`src/srng_pkg.sv`:
```
`default_nettype none

package srng_pkg;

    // Field widths fixed by the gain, threshold and coefficient formats.
    localparam int ENV_W   = 33;
    localparam int GAIN_W  = 24;
    localparam int ALPHA_W = 24;
    localparam int THR_W   = 32;
    localparam int CFG_IDX_W  = 3;
    localparam int CFG_DATA_W = 32;
    localparam int STEP_W  = 4;

    localparam logic [GAIN_W-1:0]  GAIN_UNITY      = 24'd8388608;
    localparam logic [GAIN_W-1:0]  GAIN_PASS_LIMIT = 24'd8380220;
    localparam logic [ALPHA_W:0]   ALPHA_ONE       = 25'd16777216;

    localparam logic [THR_W-1:0]   OPEN_THR_RESET  = 32'd429497;
    localparam logic [THR_W-1:0]   CLOSE_THR_RESET = 32'd170986;
    localparam logic [ALPHA_W-1:0] ENV_ALPHA_RESET = 24'd16707457;
    localparam logic [ALPHA_W-1:0] REL_ALPHA_RESET = 24'd16770227;

    localparam logic [CFG_IDX_W-1:0] REG_GATE_ENABLE  = 3'd0;
    localparam logic [CFG_IDX_W-1:0] REG_OPEN_THR_SQ  = 3'd1;
    localparam logic [CFG_IDX_W-1:0] REG_CLOSE_THR_SQ = 3'd2;
    localparam logic [CFG_IDX_W-1:0] REG_ENV_ALPHA    = 3'd3;
    localparam logic [CFG_IDX_W-1:0] REG_REL_ALPHA    = 3'd4;

    typedef enum logic [1:0] {
        ACC_HOLD,
        ACC_LOAD,
        ACC_ADD
    } acc_op_t;

    typedef struct packed {
        acc_op_t op;
    } mac_ctl_t;

    typedef enum logic [2:0] {
        MUL_NONE,
        MUL_SQ_L,
        MUL_SQ_R,
        MUL_ENV,
        MUL_XSQ,
        MUL_DECAY,
        MUL_SCALE_L,
        MUL_SCALE_R
    } mul_sel_t;

    typedef enum logic [2:0] {
        WR_NONE,
        WR_XSQ,
        WR_ENV,
        WR_GAIN,
        WR_OUT_L,
        WR_OUT_R
    } wr_sel_t;

    typedef enum logic [1:0] {
        JMP_NONE,
        JMP_DISABLED,
        JMP_PASS
    } jmp_t;

    typedef struct packed {
        mul_sel_t          mul;
        acc_op_t           acc;
        wr_sel_t           wr;
        jmp_t              jmp;
        logic [STEP_W-1:0] target;
        logic              last;
    } ucode_t;

    localparam logic [STEP_W-1:0] END_STEP = 4'd9;

    // Control program, one word per step.
    function automatic ucode_t ucode_rom(input logic [STEP_W-1:0] step);
        ucode_t w;
        w = '{mul: MUL_NONE, acc: ACC_HOLD, wr: WR_NONE, jmp: JMP_NONE,
              target: END_STEP, last: 1'b0};
        unique case (step)
            4'd0: begin
                w.mul = MUL_SQ_L;
                w.acc = ACC_LOAD;
                w.jmp = JMP_DISABLED;
            end
            4'd1: begin
                w.mul = MUL_SQ_R;
                w.acc = ACC_ADD;
            end
            4'd2: begin
                w.mul = MUL_ENV;
                w.acc = ACC_LOAD;
                w.wr  = WR_XSQ;
            end
            4'd3: begin
                w.mul = MUL_XSQ;
                w.acc = ACC_ADD;
            end
            4'd4: begin
                w.mul = MUL_DECAY;
                w.acc = ACC_LOAD;
                w.wr  = WR_ENV;
            end
            4'd5: begin
                w.wr = WR_GAIN;
            end
            4'd6: begin
                w.mul = MUL_SCALE_L;
                w.acc = ACC_LOAD;
                w.jmp = JMP_PASS;
            end
            4'd7: begin
                w.mul = MUL_SCALE_R;
                w.acc = ACC_LOAD;
                w.wr  = WR_OUT_L;
            end
            4'd8: begin
                w.wr = WR_OUT_R;
            end
            default: begin
                w.last = 1'b1;
            end
        endcase
        return w;
    endfunction

endpackage

`default_nettype wire

```
`src/srng_mac.sv`:
```
`default_nettype none

// Shared multiplier with an accumulator behind it.
module srng_mac #(
    parameter int A_W   = 33,
    parameter int B_W   = 25,
    parameter int ACC_W = 57
) (
    input  wire logic                 aclk,
    input  wire srng_pkg::mac_ctl_t   ctl,
    input  wire logic [A_W-1:0]       op_a,
    input  wire logic [B_W-1:0]       op_b,
    output logic      [ACC_W-1:0]     acc
);

    logic [A_W+B_W-1:0] prod;
    logic [ACC_W-1:0]   acc_reg;
    logic [ACC_W-1:0]   acc_next;

    assign prod = {{B_W{1'b0}}, op_a} * {{A_W{1'b0}}, op_b};

    always_comb begin
        unique case (ctl.op)
            srng_pkg::ACC_LOAD: acc_next = prod[ACC_W-1:0];
            srng_pkg::ACC_ADD:  acc_next = acc_reg + prod[ACC_W-1:0];
            default:            acc_next = acc_reg;
        endcase
    end

    always_ff @(posedge aclk) begin
        acc_reg <= acc_next;
    end

    assign acc = acc_reg;

endmodule

`default_nettype wire

```
`src/stereo_rms_noise_gate_top.sv`:
```
`default_nettype none

// Stereo noise gate driven by a mean-square envelope with open/close hysteresis. Each request on
// the input stream carries one left/right pair of signed Q1.(SAMPLE_BITS-1) samples and yields
// exactly one result with the gated pair, the gate state and the Q1.23 gain now in force. The
// block works on one pair at a time: once a pair is taken, a ten-step control program runs on a
// single shared multiplier and accumulator; the samples are scaled when the gain is below 0.999
// and pass unscaled otherwise, and the program jumps to its final step while the gate is
// disabled. The result sits in an output register, so the next pair is taken while the
// previous result still waits; the program only stalls on its final step if the output
// register is still full. Configuration registers are written through the cfg port, which
// never stalls; writes are expected only while the block is idle, and indices beyond the last
// register are ignored. SAMPLE_BITS may range from 16 to 32.
module stereo_rms_noise_gate_top #(
    parameter int SAMPLE_BITS = 24
) (
    input  wire logic aclk,
    input  wire logic aresetn,

    input  wire logic                                        s_tvalid,
    output logic                                             s_tready,
    // Fields from bit 0: left_in, right_in, zero padding.
    input  wire logic [((2*SAMPLE_BITS+7)/8)*8-1:0]          s_tdata,

    output logic                                             m_tvalid,
    input  wire logic                                        m_tready,
    // Fields from bit 0: left_out, right_out, applied_gain, zero padding.
    output logic [((2*SAMPLE_BITS+srng_pkg::GAIN_W+7)/8)*8-1:0] m_tdata,
    // Fields from bit 0: is_open.
    output logic                                             m_tuser,

    input  wire logic                                        cfg_valid,
    output logic                                             cfg_ready,
    input  wire logic [srng_pkg::CFG_IDX_W-1:0]              cfg_index,
    input  wire logic [srng_pkg::CFG_DATA_W-1:0]             cfg_data
);

    localparam int SB       = SAMPLE_BITS;
    localparam int M_DATA_W = ((2*SB+srng_pkg::GAIN_W+7)/8)*8;
    localparam int A_W      = srng_pkg::ENV_W;
    localparam int B_W      = (SB > srng_pkg::ALPHA_W+1) ? SB : srng_pkg::ALPHA_W+1;
    localparam int ACC_W    = (2*SB > 57) ? 2*SB : 57;
    // Sum of squares is brought to Q1.32 (the halving of the pair's power included).
    localparam int SQ_SHIFT = 2*SB - 33;
    localparam int SH_R     = (SQ_SHIFT > 0) ? SQ_SHIFT : 0;
    localparam int SH_L     = (SQ_SHIFT < 0) ? -SQ_SHIFT : 0;
    localparam logic [ACC_W-1:0] ENV_ROUND   = ACC_W'(1) << 23;
    localparam logic [ACC_W-1:0] SCALE_ROUND = ACC_W'(1) << 22;

    typedef enum logic {
        ST_IDLE,
        ST_RUN
    } state_t;

    // Control and architectural state.
    state_t                                state_reg;
    logic [srng_pkg::STEP_W-1:0]           step_reg;
    logic                                  m_tvalid_reg;
    logic                                  gate_enable_reg;
    logic [srng_pkg::THR_W-1:0]            open_thr_reg;
    logic [srng_pkg::THR_W-1:0]            close_thr_reg;
    logic [srng_pkg::ALPHA_W-1:0]          env_alpha_reg;
    logic [srng_pkg::ALPHA_W-1:0]          rel_alpha_reg;
    logic [srng_pkg::ENV_W-1:0]            env_reg;
    logic [srng_pkg::GAIN_W-1:0]           gain_reg;
    logic                                  open_reg;

    // Working registers of the current pair.
    logic [SB-1:0]                         mag_l_reg;
    logic [SB-1:0]                         mag_r_reg;
    logic                                  neg_l_reg;
    logic                                  neg_r_reg;
    logic [SB-1:0]                         out_l_reg;
    logic [SB-1:0]                         out_r_reg;
    logic [srng_pkg::ENV_W-1:0]            xsq_reg;
    logic [M_DATA_W-1:0]                   m_tdata_reg;
    logic                                  m_tuser_reg;

    logic [SB-1:0]                         in_l;
    logic [SB-1:0]                         in_r;
    logic                                  accept;
    logic                                  running;
    logic                                  deliver;
    srng_pkg::ucode_t                      uw;
    srng_pkg::mac_ctl_t                    mac_ctl;
    logic [A_W-1:0]                        op_a;
    logic [B_W-1:0]                        op_b;
    logic [ACC_W-1:0]                      acc;
    logic                                  jump_taken;
    logic [srng_pkg::STEP_W-1:0]           step_next;

    logic [srng_pkg::ENV_W-1:0]            xsq_next;
    logic [ACC_W-1:0]                      env_sum;
    logic [srng_pkg::ENV_W-1:0]            env_next;
    logic                                  open_next;
    logic [srng_pkg::GAIN_W-1:0]           gain_next;
    logic [ACC_W-1:0]                      scale_sum;
    logic [SB-1:0]                         scale_mag;
    logic [SB-1:0]                         out_l_next;
    logic [SB-1:0]                         out_r_next;

    assign in_l      = s_tdata[SB-1:0];
    assign in_r      = s_tdata[2*SB-1:SB];
    assign s_tready  = (state_reg == ST_IDLE);
    assign cfg_ready = 1'b1;
    assign accept    = s_tvalid && s_tready;
    assign running   = (state_reg == ST_RUN);
    assign uw        = srng_pkg::ucode_rom(step_reg);
    // The final step hands the result over once the output register is free.
    assign deliver   = running && uw.last && (!m_tvalid_reg || m_tready);

    assign mac_ctl.op = running ? uw.acc : srng_pkg::ACC_HOLD;

    // Operand selection for the shared multiplier.
    always_comb begin
        unique case (uw.mul)
            srng_pkg::MUL_SQ_L: begin
                op_a = A_W'(mag_l_reg);
                op_b = B_W'(mag_l_reg);
            end
            srng_pkg::MUL_SQ_R: begin
                op_a = A_W'(mag_r_reg);
                op_b = B_W'(mag_r_reg);
            end
            srng_pkg::MUL_ENV: begin
                op_a = A_W'(env_reg);
                op_b = B_W'(env_alpha_reg);
            end
            srng_pkg::MUL_XSQ: begin
                op_a = A_W'(xsq_reg);
                op_b = B_W'(srng_pkg::ALPHA_ONE - {1'b0, env_alpha_reg});
            end
            srng_pkg::MUL_DECAY: begin
                op_a = A_W'(gain_reg);
                op_b = B_W'(rel_alpha_reg);
            end
            srng_pkg::MUL_SCALE_L: begin
                op_a = A_W'(mag_l_reg);
                op_b = B_W'(gain_reg);
            end
            srng_pkg::MUL_SCALE_R: begin
                op_a = A_W'(mag_r_reg);
                op_b = B_W'(gain_reg);
            end
            default: begin
                op_a = '0;
                op_b = '0;
            end
        endcase
    end

    srng_mac #(
        .A_W   (A_W),
        .B_W   (B_W),
        .ACC_W (ACC_W)
    ) u_mac (
        .aclk (aclk),
        .ctl  (mac_ctl),
        .op_a (op_a),
        .op_b (op_b),
        .acc  (acc)
    );

    // Sequencing: a step either falls through or jumps to its target.
    always_comb begin
        unique case (uw.jmp)
            srng_pkg::JMP_DISABLED: jump_taken = !gate_enable_reg;
            srng_pkg::JMP_PASS:     jump_taken = (gain_reg >= srng_pkg::GAIN_PASS_LIMIT);
            default:                jump_taken = 1'b0;
        endcase
        step_next = jump_taken ? uw.target : step_reg + 1'b1;
    end

    // Write-back values taken from the accumulator.
    always_comb begin
        xsq_next  = srng_pkg::ENV_W'((acc >> SH_R) << SH_L);
        env_sum   = acc + ENV_ROUND;
        env_next  = env_sum[24 +: srng_pkg::ENV_W];
        if (open_reg) begin
            open_next = !(env_next < {1'b0, close_thr_reg});
        end else begin
            open_next = (env_next > {1'b0, open_thr_reg});
        end
        gain_next  = open_reg ? srng_pkg::GAIN_UNITY : acc[24 +: srng_pkg::GAIN_W];
        scale_sum  = acc + SCALE_ROUND;
        scale_mag  = scale_sum[23 +: SB];
        out_l_next = neg_l_reg ? (~scale_mag + 1'b1) : scale_mag;
        out_r_next = neg_r_reg ? (~scale_mag + 1'b1) : scale_mag;
    end

    // Payload registers of the pair in flight.
    always_ff @(posedge aclk) begin
        if (accept) begin
            mag_l_reg <= in_l[SB-1] ? (~in_l + 1'b1) : in_l;
            mag_r_reg <= in_r[SB-1] ? (~in_r + 1'b1) : in_r;
            neg_l_reg <= in_l[SB-1];
            neg_r_reg <= in_r[SB-1];
            out_l_reg <= in_l;
            out_r_reg <= in_r;
        end else if (running) begin
            if (uw.wr == srng_pkg::WR_XSQ) begin
                xsq_reg <= xsq_next;
            end
            if (uw.wr == srng_pkg::WR_OUT_L) begin
                out_l_reg <= out_l_next;
            end
            if (uw.wr == srng_pkg::WR_OUT_R) begin
                out_r_reg <= out_r_next;
            end
        end
    end

    // Control state, configuration, gate state and the output register.
    always_ff @(posedge aclk) begin
        if (!aresetn) begin
            state_reg       <= ST_IDLE;
            step_reg        <= '0;
            m_tvalid_reg    <= 1'b0;
            gate_enable_reg <= 1'b0;
            open_thr_reg    <= srng_pkg::OPEN_THR_RESET;
            close_thr_reg   <= srng_pkg::CLOSE_THR_RESET;
            env_alpha_reg   <= srng_pkg::ENV_ALPHA_RESET;
            rel_alpha_reg   <= srng_pkg::REL_ALPHA_RESET;
            env_reg         <= '0;
            gain_reg        <= srng_pkg::GAIN_UNITY;
            open_reg        <= 1'b1;
        end else begin
            if (cfg_valid && cfg_ready) begin
                unique case (cfg_index)
                    srng_pkg::REG_GATE_ENABLE:  gate_enable_reg <= cfg_data[0];
                    srng_pkg::REG_OPEN_THR_SQ:  open_thr_reg    <= cfg_data;
                    srng_pkg::REG_CLOSE_THR_SQ: close_thr_reg   <= cfg_data;
                    srng_pkg::REG_ENV_ALPHA:
                        env_alpha_reg <= cfg_data[srng_pkg::ALPHA_W-1:0];
                    srng_pkg::REG_REL_ALPHA:
                        rel_alpha_reg <= cfg_data[srng_pkg::ALPHA_W-1:0];
                    default: begin
                    end
                endcase
            end

            if (m_tvalid_reg && m_tready && !deliver) begin
                m_tvalid_reg <= 1'b0;
            end

            unique case (state_reg)
                ST_IDLE: begin
                    step_reg <= '0;
                    if (accept) begin
                        state_reg <= ST_RUN;
                    end
                end
                ST_RUN: begin
                    if (uw.wr == srng_pkg::WR_ENV) begin
                        env_reg  <= env_next;
                        open_reg <= open_next;
                    end
                    if (uw.wr == srng_pkg::WR_GAIN) begin
                        gain_reg <= gain_next;
                    end
                    if (uw.last) begin
                        if (deliver) begin
                            m_tvalid_reg <= 1'b1;
                            m_tdata_reg  <= M_DATA_W'({gain_reg, out_r_reg, out_l_reg});
                            m_tuser_reg  <= open_reg;
                            state_reg    <= ST_IDLE;
                            step_reg     <= '0;
                        end
                    end else begin
                        step_reg <= step_next;
                    end
                end
                default: begin
                    state_reg <= ST_IDLE;
                end
            endcase
        end
    end

    assign m_tvalid = m_tvalid_reg;
    assign m_tdata  = m_tdata_reg;
    assign m_tuser  = m_tuser_reg;

    // An accepted pair keeps the input closed for at least the next cycle.
    a_busy_after_accept: assert property (@(posedge aclk) disable iff (!aresetn)
        accept |=> !s_tready)
        else $error("input taken again straight after a pair was accepted");

    // Between pairs an open gate always carries unity gain.
    a_open_unity: assert property (@(posedge aclk) disable iff (!aresetn)
        (state_reg == ST_IDLE && open_reg) |-> (gain_reg == srng_pkg::GAIN_UNITY))
        else $error("gate open but gain not at unity");

    // The envelope never rises above 1.0 in Q1.32.
    a_env_bound: assert property (@(posedge aclk) disable iff (!aresetn)
        env_reg <= {1'b1, {(srng_pkg::ENV_W-1){1'b0}}})
        else $error("envelope above unity");

    // A result reporting an open gate reports unity gain.
    a_result_open_gain: assert property (@(posedge aclk) disable iff (!aresetn)
        (m_tvalid && m_tuser) |->
            (m_tdata[2*SB +: srng_pkg::GAIN_W] == srng_pkg::GAIN_UNITY))
        else $error("result open with gain below unity");

    // The program only hands over a result from its final step.
    a_deliver_last: assert property (@(posedge aclk) disable iff (!aresetn)
        $rose(m_tvalid) |-> $past(running && uw.last))
        else $error("result raised outside the final step");

endmodule

`default_nettype wire
```
`config.mk`:
```
export PLATFORM = sky130hd
export DESIGN_NAME = stereo_rms_noise_gate_top
export DESIGN_NICKNAME = d
export VERILOG_FILES = /design/src/srng_pkg.sv /design/src/srng_mac.sv /design/src/stereo_rms_noise_gate_top.sv
export SDC_FILE = /design/constraint.sdc
export NUM_CORES = 2
export LEC_CHECK = 0
export ABC_CLOCK_PERIOD_IN_PS = 15600
export BUFFER_PORTS_ARGS = -buffer_cell sky130_fd_sc_hd__buf_2
export CAP_MARGIN = 20
export CORE_MARGIN = 5
export CORE_UTILIZATION = 35
export CTS_CLUSTER_SIZE = 8
export DETAILED_ROUTE_END_ITERATION = 10
export GPL_TIMING_DRIVEN = 1
export PLACE_DENSITY = 0.56
export SYNTH_ARGS = -nofsm -noshare
export SYNTH_HDL_FRONTEND = slang
export SYNTH_HIERARCHICAL = 1
export SYNTH_SLANG_ARGS = --single-unit
```
`constraint.sdc`:
```
create_clock -name aclk -period 15.6 [get_ports aclk]
set_input_delay 3.9 -clock aclk [delete_from_list [all_inputs] [get_ports aclk]]
set_output_delay 3.9 -clock aclk [all_outputs]
set_load 0.03 [all_outputs]
```
==> flow_metrics.py <==
metrics = {
    "worst_setup_path": {
        "crit_arrival_ns": 12.78,
        "setup.worst_path.end": "u_mac/acc[56]",
        "r2r_setup_slack_ns": 3.21,
        "end_kind": "flip-flop",
        "crit_path_max_incr_delay_ns": 0.95,
        "worst-path-max-fanout": 33,
        "rr_worst_depth": 41,
        "critical_path_buf_inv_count": 6,
        "r2r_start": "step_reg[0]",
        "regToRegEndpoint": "u_mac/acc[56]",
        "cp.depth": 41,
        "cpMostUsedCell": "fa_1",
        "crit_start": "step_reg[0]",
        "start_kind": "flip-flop",
        "crit_slowest_cell": "and3_1",
        "worstSetupPathType": "flip-flop to flip-flop",
        "required_ns": 15.99,
        "crit_family": "adder cells",
    },
    "synth": {
        "synth_top_cell_by_area": "fa_1",
        "yosys_warnings": 6,
        "synth_fp_nets": 6854,
        "postSynthCellCount": 5731,
        "synth_cell_types": 98,
        "syn_area_per_cell_sq_um": 9.018,
        "yosys-top-cells-area": "fa_1 (28%), edfxtp_1 (15%), ha_1 (7.9%)",
        "ys_seq_elements": 438,
        "yosysTopAreaCellShare_pct": 27.50,
        "async_reset_ff_share_pct": 0,
        "syn-cell-area_sq_um": 51680,
        "synth-seq-area-share_pct": 22.02,
        "synth-edff-count": 261,
        "synthFlopType": "edfxtp_1",
    },
    "cts": {
        "insertion_delay_ns": 0.65,
        "cts.sinks": 438,
        "path_clk_slew_ns": 0.06,
        "cts-resized-gates": 0,
        "cts_buffers": 61,
        "cts_tree": "built",
        "cts_root_buf": "clkbuf_16",
        "h-tree-depth": 2,
        "postCtsSetupBuffers": 0,
        "max-clock-path-buffers": 3,
        "cts_hold_buf": 0,
    },
    "floorplanning": {
        "die_h_um": 394.3,
        "core_sq_um": 147300,
        "num_rows": 141,
        "die_w_um": 394.3,
        "ioPinCount": 164,
        "start_util_pct": 35.08,
        "die_area_sq_um": 155400,
    },
    "timing": {
        "clock.fmax_mhz": 80.71,
        "fin_crit_sh_pct": 79.43,
        "rsz0062_at_grt": "no",
        "hold_violations": 0,
        "tightest_slew_ns": 1.200,
        "slew_violations": 0,
        "finClkSkew_ns": 0.06450,
        "setup_violations": 0,
        "relSlewSlack_pct": 19.37,
        "tns_ns": 0,
        "timing.final.ws_setup_ns": 3.209,
        "period_needed_ns": 12.39,
    },
    "global_routing": {
        "grt_max_degree": 70,
        "grt_pass1_vias": 42250,
        "antenna_found_initial": 10,
        "gr-total-overflow": 0,
        "grt.total_usage_pct": 21.56,
        "grt_pass1_wl_um": 261200,
    },
    "min_path": {
        "hold_class": "flip-flop to flip-flop",
    },
    "drt": {
        "ant_nets": 0,
        "dr.pass1.iters": 9,
        "first_iter_violations": 3542,
        "post-route-drc-count": 0,
        "wl_per_cell_um": 21.99,
        "viasPerCell": 5.369,
        "vias": 41390,
        "routed_wl_um": 169500,
    },
    "flow_run": {
        "maxCapViolations": 0,
    },
    "placed_design": {
        "pre_cts_ws_ns": 3.512,
        "detailed_place_hpwl_um": 124200,
        "gp_congestion": 0.9447,
        "io_buffers": 162,
    },
    "final_layout": {
        "area_growth_pct": 8.786,
        "mostFrequentLayoutCells": "nand2_1 (896), inv_1 (885), fa_1 (710), and2_1 (383), ha_1 (324)",
        "final_common_cell": "nand2_1",
        "largest_reg_flops": 72,
        "fin_nets": 6850,
        "drive_above_1_share_pct": 7.363,
    },
    "status": {
        "status": "complete, no violations",
    },
}
[worst register-to-register path: cells and delay by family (launching register included)]
family | cells | cell delay, ns
and+or+nand+nor | 5 | 1.75
buffers and inverters | 6 | 0.86
AOI/OAI and AO/OA | 17 | 3.98
xor gates and xnor gates | 3 | 0.48
DFF | 1 | 0.39
adders and majority gates | 10 | 4.71
[layout make-up]
type	instances	area, sq um
Tap cell	1930	2415
Inverter	889	3338
Antenna cell	7	17.52
Sequential cell	438	11380
Fill cell	14910	91090
Multi-Input combinational cell	4085	35800
Timing Repair Buffer	252	1506
Clock inverter	5	61.31
Clock buffer	103	1705
[cells in the mapped netlist (48+ instances only)]
cell type  instances
a21o_1           102
a21oi_1          270
a222oi_1          48
and2_1           383
clkbuf_1         294
dfxtp_1          177
edfxtp_1         261
fa_1             710
ha_1             325
inv_1            886
nand2_1          898
nand3_1           95
nand4_1           56
nor2_1           218
nor3_1            70
o21ai_0          137
xnor2_1          154
xor2_1            88
[worst min-delay path by stage]
| stage | startpoint | to | slack [ns] | depth (start not counted) |
|---|---|---|---|---|
| 6_report | out_l_reg[6] | m_tdata[6] | 0.41 | 0 |
| 2_1_floorplan | out_l_reg[0] | m_tdata[0] | 0.40 | 0 |
| 3_3_place_gp | out_l_reg[13] | m_tdata[13] | 0.40 | 0 |
| 5_1_grt | out_r_reg[17] | m_tdata[41] | 0.42 | 0 |
| 3_5_place_dp | out_r_reg[10] | m_tdata[34] | 0.40 | 0 |
| 4_1_cts | out_r_reg[10] | m_tdata[34] | 0.41 | 0 |
[cells by family after synthesis]
group	after synthesis	synth area share, %
XOR/XNOR	242	4.101
other	1	0.007256
flip-flops	438	22.02
adder cells (fa/ha/maj)	1035	35.37
AND/OR/NAND/NOR	1930	17.99
multiplexers	47	1.010
buffers and inverters	1208	8.861
AO/OA/AOI/OAI	830	10.64
[metrics by stage]
step	std cells	hold WS (ns)	utilization, %	area (sq um)
4_1_cts	7702	0.4107	38.15	56210
5_1_grt	7705	0.4178	38.16	56210
3_5_place_dp	7594	0.4045	36.96	54440
2_1_floorplan	5731	0.4003	-	51680
6_report	7709	0.4109	38.17	56220
3_3_place_gp	7593	0.4027	36.94	54410
[routing by layer]
metal | up-vias | share of wire, % | GRT usage (%)
li1 | 18530 | - | -
met1 | 21060 | 43 | 29.52
met2 | 1500 | 47 | 35.68
met3 | 291 | 7.2 | 3.194
met4 | 2 | 3.0 | 6.016
met5 | - | 0.0077 | 0
Power is left out: the tool's default activity adds up to more than one toggle a clock period on the data nets, which glitch-free logic cannot reach.
